$ cat src/rtl/duration_text_parser_macros.svh
// assertion macros shared by the duration text parser rtl
// depends on nothing; included by files that carry concurrent assertions
`ifndef DURATION_TEXT_PARSER_MACROS_SVH
`define DURATION_TEXT_PARSER_MACROS_SVH

// same-cycle implication, disabled while reset is asserted
`define DTP_ASSERT_IMP(label, clk, rst_n, ante, cons) \
	label: assert property (@(posedge clk) disable iff (!rst_n) (ante) |-> (cons)) \
		else $error("duration text parser assertion failed");

// next-cycle implication, disabled while reset is asserted
`define DTP_ASSERT_NXT(label, clk, rst_n, ante, cons) \
	label: assert property (@(posedge clk) disable iff (!rst_n) (ante) |=> (cons)) \
		else $error("duration text parser assertion failed");

`endif

$ cat src/rtl/dtp_pkg.sv
// types and constants for the duration text parser
// no dependencies; used by duration_text_parser
package dtp_pkg;

	localparam int unsigned SYM_W  = 16;
	localparam int unsigned SECS_W = 31;
	// widths of the multiply-add results before the range check
	localparam int unsigned MAC_W  = 35;
	localparam int unsigned SUM_W  = 38;

	localparam logic [SECS_W-1:0] MAX_SECONDS = 31'h7FFF_FFFF;

	localparam logic [SYM_W-1:0] CHAR_0     = 16'h0030;
	localparam logic [SYM_W-1:0] CHAR_9     = 16'h0039;
	localparam logic [SYM_W-1:0] CHAR_COLON = 16'h003A;
	localparam logic [SYM_W-1:0] CHAR_M     = 16'h006D;
	localparam logic [SYM_W-1:0] CHAR_S     = 16'h0073;

	localparam logic [3:0] RADIX       = 4'd10;
	localparam logic [5:0] SECS_PER_MIN = 6'd60;

	typedef struct packed {
		logic [SYM_W-1:0] symbol;
		logic             end_marker;
	} item_t;

	typedef struct packed {
		logic [SECS_W-1:0] total_seconds;
		logic              valid_res;
	} result_t;

endpackage

$ cat src/rtl/duration_text_parser.sv
// duration text parser top level: character-serial parse to total seconds
// depends on dtp_pkg and duration_text_parser_macros.svh
// throughput: one transfer per cycle on the item channel, characters and end items alike,
//   but an end item stalls the channel while the result register is full and not drained
// end item path: input register, then result register; character transfers give no result
// reset: arst_n clears both valid flags and all parse state to zero
`include "duration_text_parser_macros.svh"

module duration_text_parser (
	input  logic            clk,
	input  logic            arst_n,
	input  logic            item_valid,
	output logic            item_ready,
	input  dtp_pkg::item_t  item,
	output logic            result_valid,
	input  logic            result_ready,
	output dtp_pkg::result_t result
);

	// input register
	dtp_pkg::item_t item_s1;
	logic           item_valid_s1;

	// colon reading state
	logic [dtp_pkg::SECS_W-1:0] colon_minutes_q, colon_minutes_d;
	logic                       colon_seen_q, colon_seen_d;
	logic [1:0]                 digits_after_colon_q, digits_after_colon_d;
	logic [6:0]                 colon_seconds_q, colon_seconds_d;
	logic                       colon_bad_q, colon_bad_d;

	// unit reading state
	logic [dtp_pkg::SECS_W-1:0] group_value_q, group_value_d;
	logic                       group_has_digit_q, group_has_digit_d;
	logic [dtp_pkg::SECS_W-1:0] unit_minutes_q, unit_minutes_d;
	logic [dtp_pkg::SECS_W-1:0] unit_seconds_q, unit_seconds_d;
	logic                       seen_min_q, seen_min_d;
	logic                       seen_sec_q, seen_sec_d;
	logic                       unit_bad_q, unit_bad_d;

	// result register
	dtp_pkg::result_t result_q, result_d;
	logic             result_valid_q;

	logic result_free;
	logic s1_advance;
	logic take_char;
	logic take_end;

	logic [dtp_pkg::SYM_W-1:0]  sym;
	logic                       is_digit;
	logic [3:0]                 digit_val;
	logic [dtp_pkg::MAC_W-1:0]  colon_mac;
	logic [dtp_pkg::MAC_W-1:0]  group_mac;
	logic [dtp_pkg::SECS_W-1:0] sel_minutes;
	logic [dtp_pkg::SECS_W-1:0] sel_seconds;
	logic [dtp_pkg::SUM_W-1:0]  total_wide;
	logic                       total_fits;
	logic                       parse_ok;

	// handshake: the input register moves on whenever its item is a character,
	// or it is an end item and the result register is empty or being drained
	assign result_free  = !result_valid_q || result_ready;
	assign s1_advance   = item_valid_s1 && (!item_s1.end_marker || result_free);
	assign item_ready   = !item_valid_s1 || s1_advance;
	assign take_char    = s1_advance && !item_s1.end_marker;
	assign take_end     = s1_advance && item_s1.end_marker;
	assign result_valid = result_valid_q;
	assign result       = result_q;

	// character classification
	assign sym       = item_s1.symbol;
	assign is_digit  = (sym >= dtp_pkg::CHAR_0) && (sym <= dtp_pkg::CHAR_9);
	assign digit_val = is_digit ? 4'(sym - dtp_pkg::CHAR_0) : 4'd0;

	// running decimal accumulators, times ten plus the new digit
	assign colon_mac = dtp_pkg::MAC_W'(colon_minutes_q) * dtp_pkg::MAC_W'(dtp_pkg::RADIX)
		+ dtp_pkg::MAC_W'(digit_val);
	assign group_mac = dtp_pkg::MAC_W'(group_value_q) * dtp_pkg::MAC_W'(dtp_pkg::RADIX)
		+ dtp_pkg::MAC_W'(digit_val);

	// end item: pick the reading, then one shared minutes * 60 + seconds
	assign sel_minutes = colon_seen_q ? colon_minutes_q : unit_minutes_q;
	assign sel_seconds = colon_seen_q ? dtp_pkg::SECS_W'(colon_seconds_q) : unit_seconds_q;
	assign total_wide  = dtp_pkg::SUM_W'(sel_minutes) * dtp_pkg::SUM_W'(dtp_pkg::SECS_PER_MIN)
		+ dtp_pkg::SUM_W'(sel_seconds);
	assign total_fits  = total_wide <= dtp_pkg::SUM_W'(dtp_pkg::MAX_SECONDS);

	always_comb begin
		if (colon_seen_q) begin
			parse_ok = !colon_bad_q && (digits_after_colon_q == 2'd2) && total_fits;
		end else begin
			parse_ok = !unit_bad_q && !group_has_digit_q && (seen_min_q || seen_sec_q)
				&& total_fits;
		end
		if (parse_ok) begin
			result_d.total_seconds = total_wide[dtp_pkg::SECS_W-1:0];
			result_d.valid_res     = 1'b1;
		end else begin
			result_d.total_seconds = dtp_pkg::MAX_SECONDS;
			result_d.valid_res     = 1'b0;
		end
	end

	// next parse state
	always_comb begin
		colon_minutes_d      = colon_minutes_q;
		colon_seen_d         = colon_seen_q;
		digits_after_colon_d = digits_after_colon_q;
		colon_seconds_d      = colon_seconds_q;
		colon_bad_d          = colon_bad_q;
		group_value_d        = group_value_q;
		group_has_digit_d    = group_has_digit_q;
		unit_minutes_d       = unit_minutes_q;
		unit_seconds_d       = unit_seconds_q;
		seen_min_d           = seen_min_q;
		seen_sec_d           = seen_sec_q;
		unit_bad_d           = unit_bad_q;

		if (take_end) begin
			// every end item starts a fresh text
			colon_minutes_d      = '0;
			colon_seen_d         = 1'b0;
			digits_after_colon_d = '0;
			colon_seconds_d      = '0;
			colon_bad_d          = 1'b0;
			group_value_d        = '0;
			group_has_digit_d    = 1'b0;
			unit_minutes_d       = '0;
			unit_seconds_d       = '0;
			seen_min_d           = 1'b0;
			seen_sec_d           = 1'b0;
			unit_bad_d           = 1'b0;
		end else if (take_char) begin
			// colon reading: minutes field, then exactly two seconds digits
			if (!colon_seen_q) begin
				if (is_digit) begin
					if (colon_mac > dtp_pkg::MAC_W'(dtp_pkg::MAX_SECONDS)) begin
						colon_bad_d = 1'b1;
					end
					colon_minutes_d = colon_mac[dtp_pkg::SECS_W-1:0];
				end else if (sym == dtp_pkg::CHAR_COLON) begin
					colon_seen_d = 1'b1;
				end else begin
					colon_bad_d = 1'b1;
				end
			end else if (is_digit && (digits_after_colon_q < 2'd2)) begin
				colon_seconds_d      = 7'(colon_seconds_q * 7'd10 + 7'(digit_val));
				digits_after_colon_d = digits_after_colon_q + 2'd1;
			end else begin
				colon_bad_d = 1'b1;
			end

			// unit reading: digit groups closed by m (once, before s) or s (once)
			if (is_digit) begin
				if (group_mac > dtp_pkg::MAC_W'(dtp_pkg::MAX_SECONDS)) begin
					unit_bad_d = 1'b1;
				end
				group_value_d     = group_mac[dtp_pkg::SECS_W-1:0];
				group_has_digit_d = 1'b1;
			end else if (sym == dtp_pkg::CHAR_M) begin
				if (group_has_digit_q && !seen_min_q && !seen_sec_q) begin
					unit_minutes_d = group_value_q;
					seen_min_d     = 1'b1;
				end else begin
					unit_bad_d = 1'b1;
				end
				group_value_d     = '0;
				group_has_digit_d = 1'b0;
			end else if (sym == dtp_pkg::CHAR_S) begin
				if (group_has_digit_q && !seen_sec_q) begin
					unit_seconds_d = group_value_q;
					seen_sec_d     = 1'b1;
				end else begin
					unit_bad_d = 1'b1;
				end
				group_value_d     = '0;
				group_has_digit_d = 1'b0;
			end else begin
				unit_bad_d = 1'b1;
			end
		end
	end

	// input register control
	always_ff @(posedge clk or negedge arst_n) begin
		if (!arst_n) begin
			item_valid_s1 <= 1'b0;
		end else if (item_ready) begin
			item_valid_s1 <= item_valid;
		end
	end

	// input register payload
	always_ff @(posedge clk) begin
		if (item_valid && item_ready) begin
			item_s1 <= item;
		end
	end

	// parse state
	always_ff @(posedge clk or negedge arst_n) begin
		if (!arst_n) begin
			colon_minutes_q      <= '0;
			colon_seen_q         <= 1'b0;
			digits_after_colon_q <= '0;
			colon_seconds_q      <= '0;
			colon_bad_q          <= 1'b0;
			group_value_q        <= '0;
			group_has_digit_q    <= 1'b0;
			unit_minutes_q       <= '0;
			unit_seconds_q       <= '0;
			seen_min_q           <= 1'b0;
			seen_sec_q           <= 1'b0;
			unit_bad_q           <= 1'b0;
		end else begin
			colon_minutes_q      <= colon_minutes_d;
			colon_seen_q         <= colon_seen_d;
			digits_after_colon_q <= digits_after_colon_d;
			colon_seconds_q      <= colon_seconds_d;
			colon_bad_q          <= colon_bad_d;
			group_value_q        <= group_value_d;
			group_has_digit_q    <= group_has_digit_d;
			unit_minutes_q       <= unit_minutes_d;
			unit_seconds_q       <= unit_seconds_d;
			seen_min_q           <= seen_min_d;
			seen_sec_q           <= seen_sec_d;
			unit_bad_q           <= unit_bad_d;
		end
	end

	// result register control: loaded by an end item, emptied by a transfer
	always_ff @(posedge clk or negedge arst_n) begin
		if (!arst_n) begin
			result_valid_q <= 1'b0;
		end else if (take_end) begin
			result_valid_q <= 1'b1;
		end else if (result_ready) begin
			result_valid_q <= 1'b0;
		end
	end

	// result register payload
	always_ff @(posedge clk) begin
		if (take_end) begin
			result_q <= result_d;
		end
	end

	// an end item always lands in the result register
	`DTP_ASSERT_NXT(a_end_loads_result, clk, arst_n, take_end, result_valid_q)
	// parse state is clear after an end item
	`DTP_ASSERT_NXT(a_end_clears_state, clk, arst_n, take_end,
		!colon_seen_q && !group_has_digit_q && !unit_bad_q && digits_after_colon_q == 2'd0)
	// seconds digits are only counted once a colon has been seen
	`DTP_ASSERT_IMP(a_digits_need_colon, clk, arst_n, digits_after_colon_q != 2'd0,
		colon_seen_q)
	// a rejected text always carries the sentinel
	`DTP_ASSERT_IMP(a_invalid_sentinel, clk, arst_n, result_valid_q && !result_q.valid_res,
		result_q.total_seconds == dtp_pkg::MAX_SECONDS)

endmodule
$ cat config.mk
export PLATFORM = sky130hd
export DESIGN_NAME = duration_text_parser
export DESIGN_NICKNAME = d
export VERILOG_FILES = /design/src/rtl/dtp_pkg.sv /design/src/rtl/duration_text_parser.sv
export VERILOG_INCLUDE_DIRS = /design/src /design/src/rtl
export SDC_FILE = /design/constraint.sdc
export NUM_CORES = 1
export LEC_CHECK = 0
export BUFFER_PORTS_ARGS = -buffer_cell sky130_fd_sc_hd__buf_2
export CORE_ASPECT_RATIO = 0.9
export CORE_MARGIN = 1.5
export CORE_UTILIZATION = 45
export CTS_CLUSTER_DIAMETER = 50
export DETAILED_ROUTE_END_ITERATION = 16
export GPL_ROUTABILITY_DRIVEN = 0
export PLACE_DENSITY = 0.65
export RECOVER_POWER = 100
export SLEW_MARGIN = 0
export SYNTH_ARGS = -nofsm -noshare
export SYNTH_HDL_FRONTEND = slang
export SYNTH_SLANG_ARGS = --single-unit
$ cat constraint.sdc
create_clock -name clk -period 7.8 [get_ports clk]
set_input_delay 1.17 -clock clk [delete_from_list [all_inputs] [get_ports clk]]
set_output_delay 1.17 -clock clk [all_outputs]
set_load 0.05 [all_outputs]
# == Word-level counts from Yosys, hierarchy flattened ==
# Index checks and enable logic that the tools add are counted.
# word_totals
register_bits,190
input_bits,21
output_inout_bits,34
wordCells,161
# classes
n_addsub,6
n_mul,4
order_cmp,6
eq_ne,13
muxes,71
reduce_logical,43
# op_table
cell,count
2-to-1 mux 31 bit,22
adder 35 x 4 -> 35 bit,2
> comparator 35 x 31 -> 1 bit (second input constant),2
multiplier 31 x 3 -> 34 bit (second input constant),2
2-to-1 mux 1 bit,40
adder 37 x 31 -> 38 bit,1
<= comparator 38 x 31 -> 1 bit (second input constant),1
multiplier 31 x 4 -> 35 bit (second input constant),1
equality test 16 x 7 -> 1 bit (second input constant),2
2-to-1 mux 7 bit,4
nonzero test 2 bit,9
equality test 16 x 6 -> 1 bit (second input constant),1
greater-or-equal comparator 16 x 6 -> 1 bit (second input constant),1
<= comparator 16 x 6 -> 1 bit (second input constant),1
logical AND 1 bit,14
AND reduction 4 bit,3
zero test 1 bit,8
2-to-1 mux 2 bit,4
!= test 4 bit (second input constant),2
adder 7 x 4 -> 7 bit,1
multiplier 7 x 3 -> 6 bit (second input constant),1
AND reduction 3 bit,2
!= test 5 bit (second input constant),1
AND reduction 5 bit,1
other kinds (13),17

# == Depth between registers and ports, before layout ==
# depth
ltp_word,10
depth_mapped,32
depth_no_buf,28

# == Worst setup path before layout ==
# No wires, ideal clock.
# synth_timing
path_kind,reg2reg
from,register colon_seen_q
to,"register result_q, in the netlist result[14], data pin"
setup_time_ns,0.259
t_arrival_ns,7.062
required_ns,7.541
slack_ns,0.479
stages_incl_launch_ff,31
path_buffers,4
synth_period_minus_slack_ns,7.321
path_cell_list,dfrtp_1 clkbuf_1 buf_1 clkbuf_1 mux2i_1 fa_1 fa_1 inv_1 ha_1 a21o_1 a211o_1 o21ai_1 nand2_1 nor2_1 nor2_1 o21ai_0 nand2b_1 a21oi_1 xnor2_1 ha_1 a21o_1 a21o_1 a221oi_1 o21ai_0 a31oi_1 o21ai_0 or2_0 a211oi_2 o221ai_2 buf_2 or2_1
# synth_via
elab_chain_len,6
elab_cells_between_ends,8
cone_classes,add/sub (1); mul (1); order compare (1); mux (3); reduce/logical (2)
# synth_lines
item,line,text
from (decl),duration_text_parser.sv:26,"logic colon_seen_q, colon_seen_d;"
from (signal assigned),duration_text_parser.sv:217,colon_seen_q <= colon_seen_d;
2-to-1 mux 31 bit,duration_text_parser.sv:82,assign sel_minutes = colon_seen_q ? colon_minutes_q : unit_minutes_q;
multiplier 31 x 4 -> 35 bit,duration_text_parser.sv:84,assign total_wide = dtp_pkg::SUM_W'(sel_minutes) * dtp_pkg::SUM_W'(dtp_pkg::SECS_PER_MIN)
adder 37 x 31 -> 38 bit,duration_text_parser.sv:85,+ dtp_pkg::SUM_W'(sel_seconds);
<= comparator 38 x 31 -> 1 bit,duration_text_parser.sv:86,assign total_fits = total_wide <= dtp_pkg::SUM_W'(dtp_pkg::MAX_SECONDS);
logical AND 1 bit (on tied branches),"duration_text_parser.sv:93, duration_text_parser.sv:90",
2-to-1 mux 1 bit,duration_text_parser.sv:89,if (colon_seen_q) begin
to (signal assigned),duration_text_parser.sv:245,result_q <= result_d;
to (decl),duration_text_parser.sv:41,"dtp_pkg::result_t result_q, result_d;"
# Parallel ways exist; a longest one is shown, timed or not.
# A chain may end at the register's enable or synchronous reset.

# == Worst setup path in the final report ==
# layout_timing
from,register colon_seen_q
to,"register result_q, in the netlist result[2], data pin"
# The elaborated chain is that of the path after synthesis.

==> impl_metrics.json <==
{
  "cp_max_fo": 32,
  "synthCells": 2100,
  "wl_per_cell_um": 17.0,
  "endpoint_kind": "flip-flop",
  "clk_latency_ns": 0.45,
  "syn_nets": 2384,
  "grt_pass1_wl_um": 75900,
  "pwr-share-seq_pct": 51.7,
  "criticalPathCategory": "reg2reg",
  "cts_sinks": 190,
  "final_common_cell": "nand2_1",
  "clockPowerShare_pct": 44.9,
  "rsz0062_at_grt": "false",
  "peakVddDrop_mv": 0.152,
  "p_int_mw": 1.50,
  "power_leakage_nw": 8.99,
  "synth_warnings": 0,
  "combPwrFrac_pct": 3.4,
  "insertedDiodeCount": 0,
  "cts_tree": "built",
  "switching_share_pct": 25.0,
  "final_layout_size_suffix_gt1_share_pct": 6.62,
  "p_sw_mw": 0.502,
  "synth_edf_count": 49,
  "tightest_slew_ns": 4.60,
  "ys.flop_type": "dfrtp_1",
  "p_per_area_mw_per_mm2": 101,
  "cts_buffers": 17,
  "chipHeight_um": 196,
  "setup_ws_ns": 0.525,
  "drc": 0,
  "die-area_mm2": 0.0425,
  "hpwl_um": 36400,
  "rr_worst_depth": 25,
  "rows": 70,
  "h-tree-depth": 4,
  "vias": 15400,
  "area_delta_synth_final_pct": 7.20,
  "slew_headroom_pct": -206,
  "grt_overflow": 0,
  "fin_total_pwr_mw": 2.01,
  "finalWorstPathRequiredPeriod_ns": 7.27,
  "placedCellCount": 2637,
  "whs_path_depth": 2,
  "routed_wl_um": 45400,
  "first_iter_violations": 1122,
  "arrival_ns": 7.47,
  "final-hold-violation-count": 0,
  "ctsLongestPathBuffers": 2,
  "report.final.slew_viol_count": 167,
  "nNetsFinal": 2401,
  "antenna_found_initial": 0,
  "ant_nets": 0,
  "portBuffers": 54,
  "async_flop_share_pct": 74.2,
  "syn_avg_cell_area_um2": 8.85,
  "hold_path.class": "reg2reg",
  "ys_ff_latch": 190,
  "die_w_um": 217,
  "io_pins": 55,
  "ys_seq_area_share_pct": 26.9,
  "final_cell_mix": "nand2_1, ha_1, o21ai_0, dfrtp_1, a21oi_1",
  "ctsRootBufferMaster": "clkbuf_16",
  "post-route-period-util_pct": 93.3,
  "dr.pass1.iters": 5,
  "start_kind": "flip-flop",
  "cp.required_ns": 8.00,
  "core_area_mm2": 0.0406,
  "cap_violations": 3,
  "track_usage_pct": 21.7,
  "synth_cell_types": 104,
  "fin_skew_ns": 0.0114,
  "fin_util_pct": 49.0,
  "path_clk_slew_ns": 0.08,
  "grt_max_degree": 87,
  "finalSetupViolCount": 0,
  "fmax_mhz": 137,
  "start_util_pct": 45.7,
  "final.setup.tns_ns": 0,
  "status": "finished, violations left",
  "final_cells": 2670,
  "netlist_area_mm2": 0.0186,
  "grt_pass1_vias": 14900,
  "violations": "capacitance limit, slew limit",
  "viasPerCell": 5.77,
  "pre_cts_slack_ns": 0.197
}
## power groups by stage
stage / logic, mW / clock network (mW) / registers [mW]
finish: 0.0691 / 0.901 / 1.04
global route: 0.0774 / 0.956 / 1.04
CTS: 0.0716 / 0.911 / 1.04
detailed placement: 0.0715 / 0 / 1.06
global placement: 0.0706 / 0 / 1.06
floorplan: 0.0358 / 0 / 1.06
## metal layers
metal,share of wire [%],vias up,GRT usage [%],wire [um]
li1,-,7628,-,-
met1,50,7409,32.1,22700
met2,44,338,34.5,20200
met3,4.2,44,2.02,1890
met4,1.3,0,4.22,599
met5,0,-,0,0
## what timing repair did
| item | 4_1_cts | 5_1_grt |
|---|---|---|
| buffers inserted | 0 | 1 |
| hold buffers | 0 | 0 |
| endpoints found under the setup margin | 0 | 32 |
| resized for setup | 0 | 12 |
## kinds of logic after synthesis
kind of cell	share of synthesized area [%]
AOI/OAI and AO/OA	20.6
xor gates and xnor gates	6.41
adders and majority gates	20.4
buffers and inverters	4.01
DFF	26.9
muxes	2.48
and+or+nand+nor	19.2
## critical path, cell delays in order, from the launching register on
cell,delay (ns)
dfrtp_4,0.56
buf_6,0.32
mux2i_1,0.58
fa_1,0.52
fa_1,0.51
inv_1,0.04
ha_1,0.37
and4_1,0.27
a221oi_2,0.33
nor2_1,0.09
or3_1,0.41
nand2_1,0.08
nand2_1,0.08
xor2_1,0.16
ha_1,0.38
and3_1,0.24
a221oi_1,0.34
a21oi_1,0.12
o21ai_0,0.22
a31oi_1,0.15
nor2_1,0.15
and4b_1,0.24
nor3_2,0.19
o221ai_2,0.12
buf_4,0.22
a211o_1,0.30
## worst paths after layout
path                                       to  slack, ns                from
setup / recovery                    result[2]       0.53        colon_seen_q
hold / removal             unit_seconds_q[16]       0.48  unit_seconds_q[16]
setup reg to reg                    result[2]       0.53        colon_seen_q
hold reg to reg            unit_seconds_q[16]       0.48  unit_seconds_q[16]
max in group asynchronous        colon_seen_q       2.23              arst_n
min in group asynchronous       item_valid_s1       2.36              arst_n
## synth_stat cells (6+ instances only)
library cell,count,area share (%)
o311ai_0,6,0.28
a21oi_1,119,3.2
o31ai_1,17,0.69
edfxtp_1,49,7.9
a21boi_0,10,0.40
o21ai_0,183,4.9
and4_1,8,0.38
xnor2_1,78,3.7
clkbuf_1,51,1.0
fa_1,66,7.1
a211oi_1,17,0.69
o21bai_1,12,0.48
xor2_1,58,2.7
dfrtp_1,141,19
nor2_1,91,1.8
nand3_1,52,1.4
or3_1,11,0.37
mux2i_1,31,1.7
and3_1,22,0.74
a211o_1,13,0.61
a21o_1,55,2.2
or2_1,6,0.20
a31oi_1,23,0.77
buf_2,13,0.35
nor3_1,34,0.92
nand4_1,27,0.91
nor4_1,11,0.37
mux2_2,12,0.73
nand2b_1,37,1.2
or2_2,9,0.30
nor2b_1,47,1.6
nand3b_1,9,0.36
o21a_1,13,0.53
o211ai_1,11,0.44
a211oi_2,8,0.54
a22o_1,8,0.38
nand2_1,266,5.4
nor3b_1,13,0.53
ha_1,197,13
and2_1,19,0.64
inv_1,112,2.3
o21ai_1,14,0.38
## area by class of cell
| class | count | area (um^2) |
|---|---|---|
| fillers | 3858 | 20700 |
| multi-input cells | 1724 | 12900 |
| flip-flops and latches | 190 | 5000 |
| well taps | 540 | 676 |
| clock buffers | 18 | 433 |
| inverters | 113 | 424 |
| repair buffers | 71 | 350 |
| clock inverters | 14 | 178 |
## flip-flops by register name, summed over array words and instances, names as in the netlist, 2 cells and up
register,count
result,32
unit_minutes_q,31
digits_after_colon_q,2
colon_seconds_q,7
colon_minutes_q,31
group_value_q,31
sym,16
unit_seconds_q,31
## through the flow
step,hold slack (ns),instance area (um^2)
floorplan,0.442,18600
detailed placement,0.463,19400
global route,0.512,19900
CTS,0.481,20000
finish,0.479,19900
global placement,0.456,19400
Note: power is estimated with default switching activity, not from simulation.
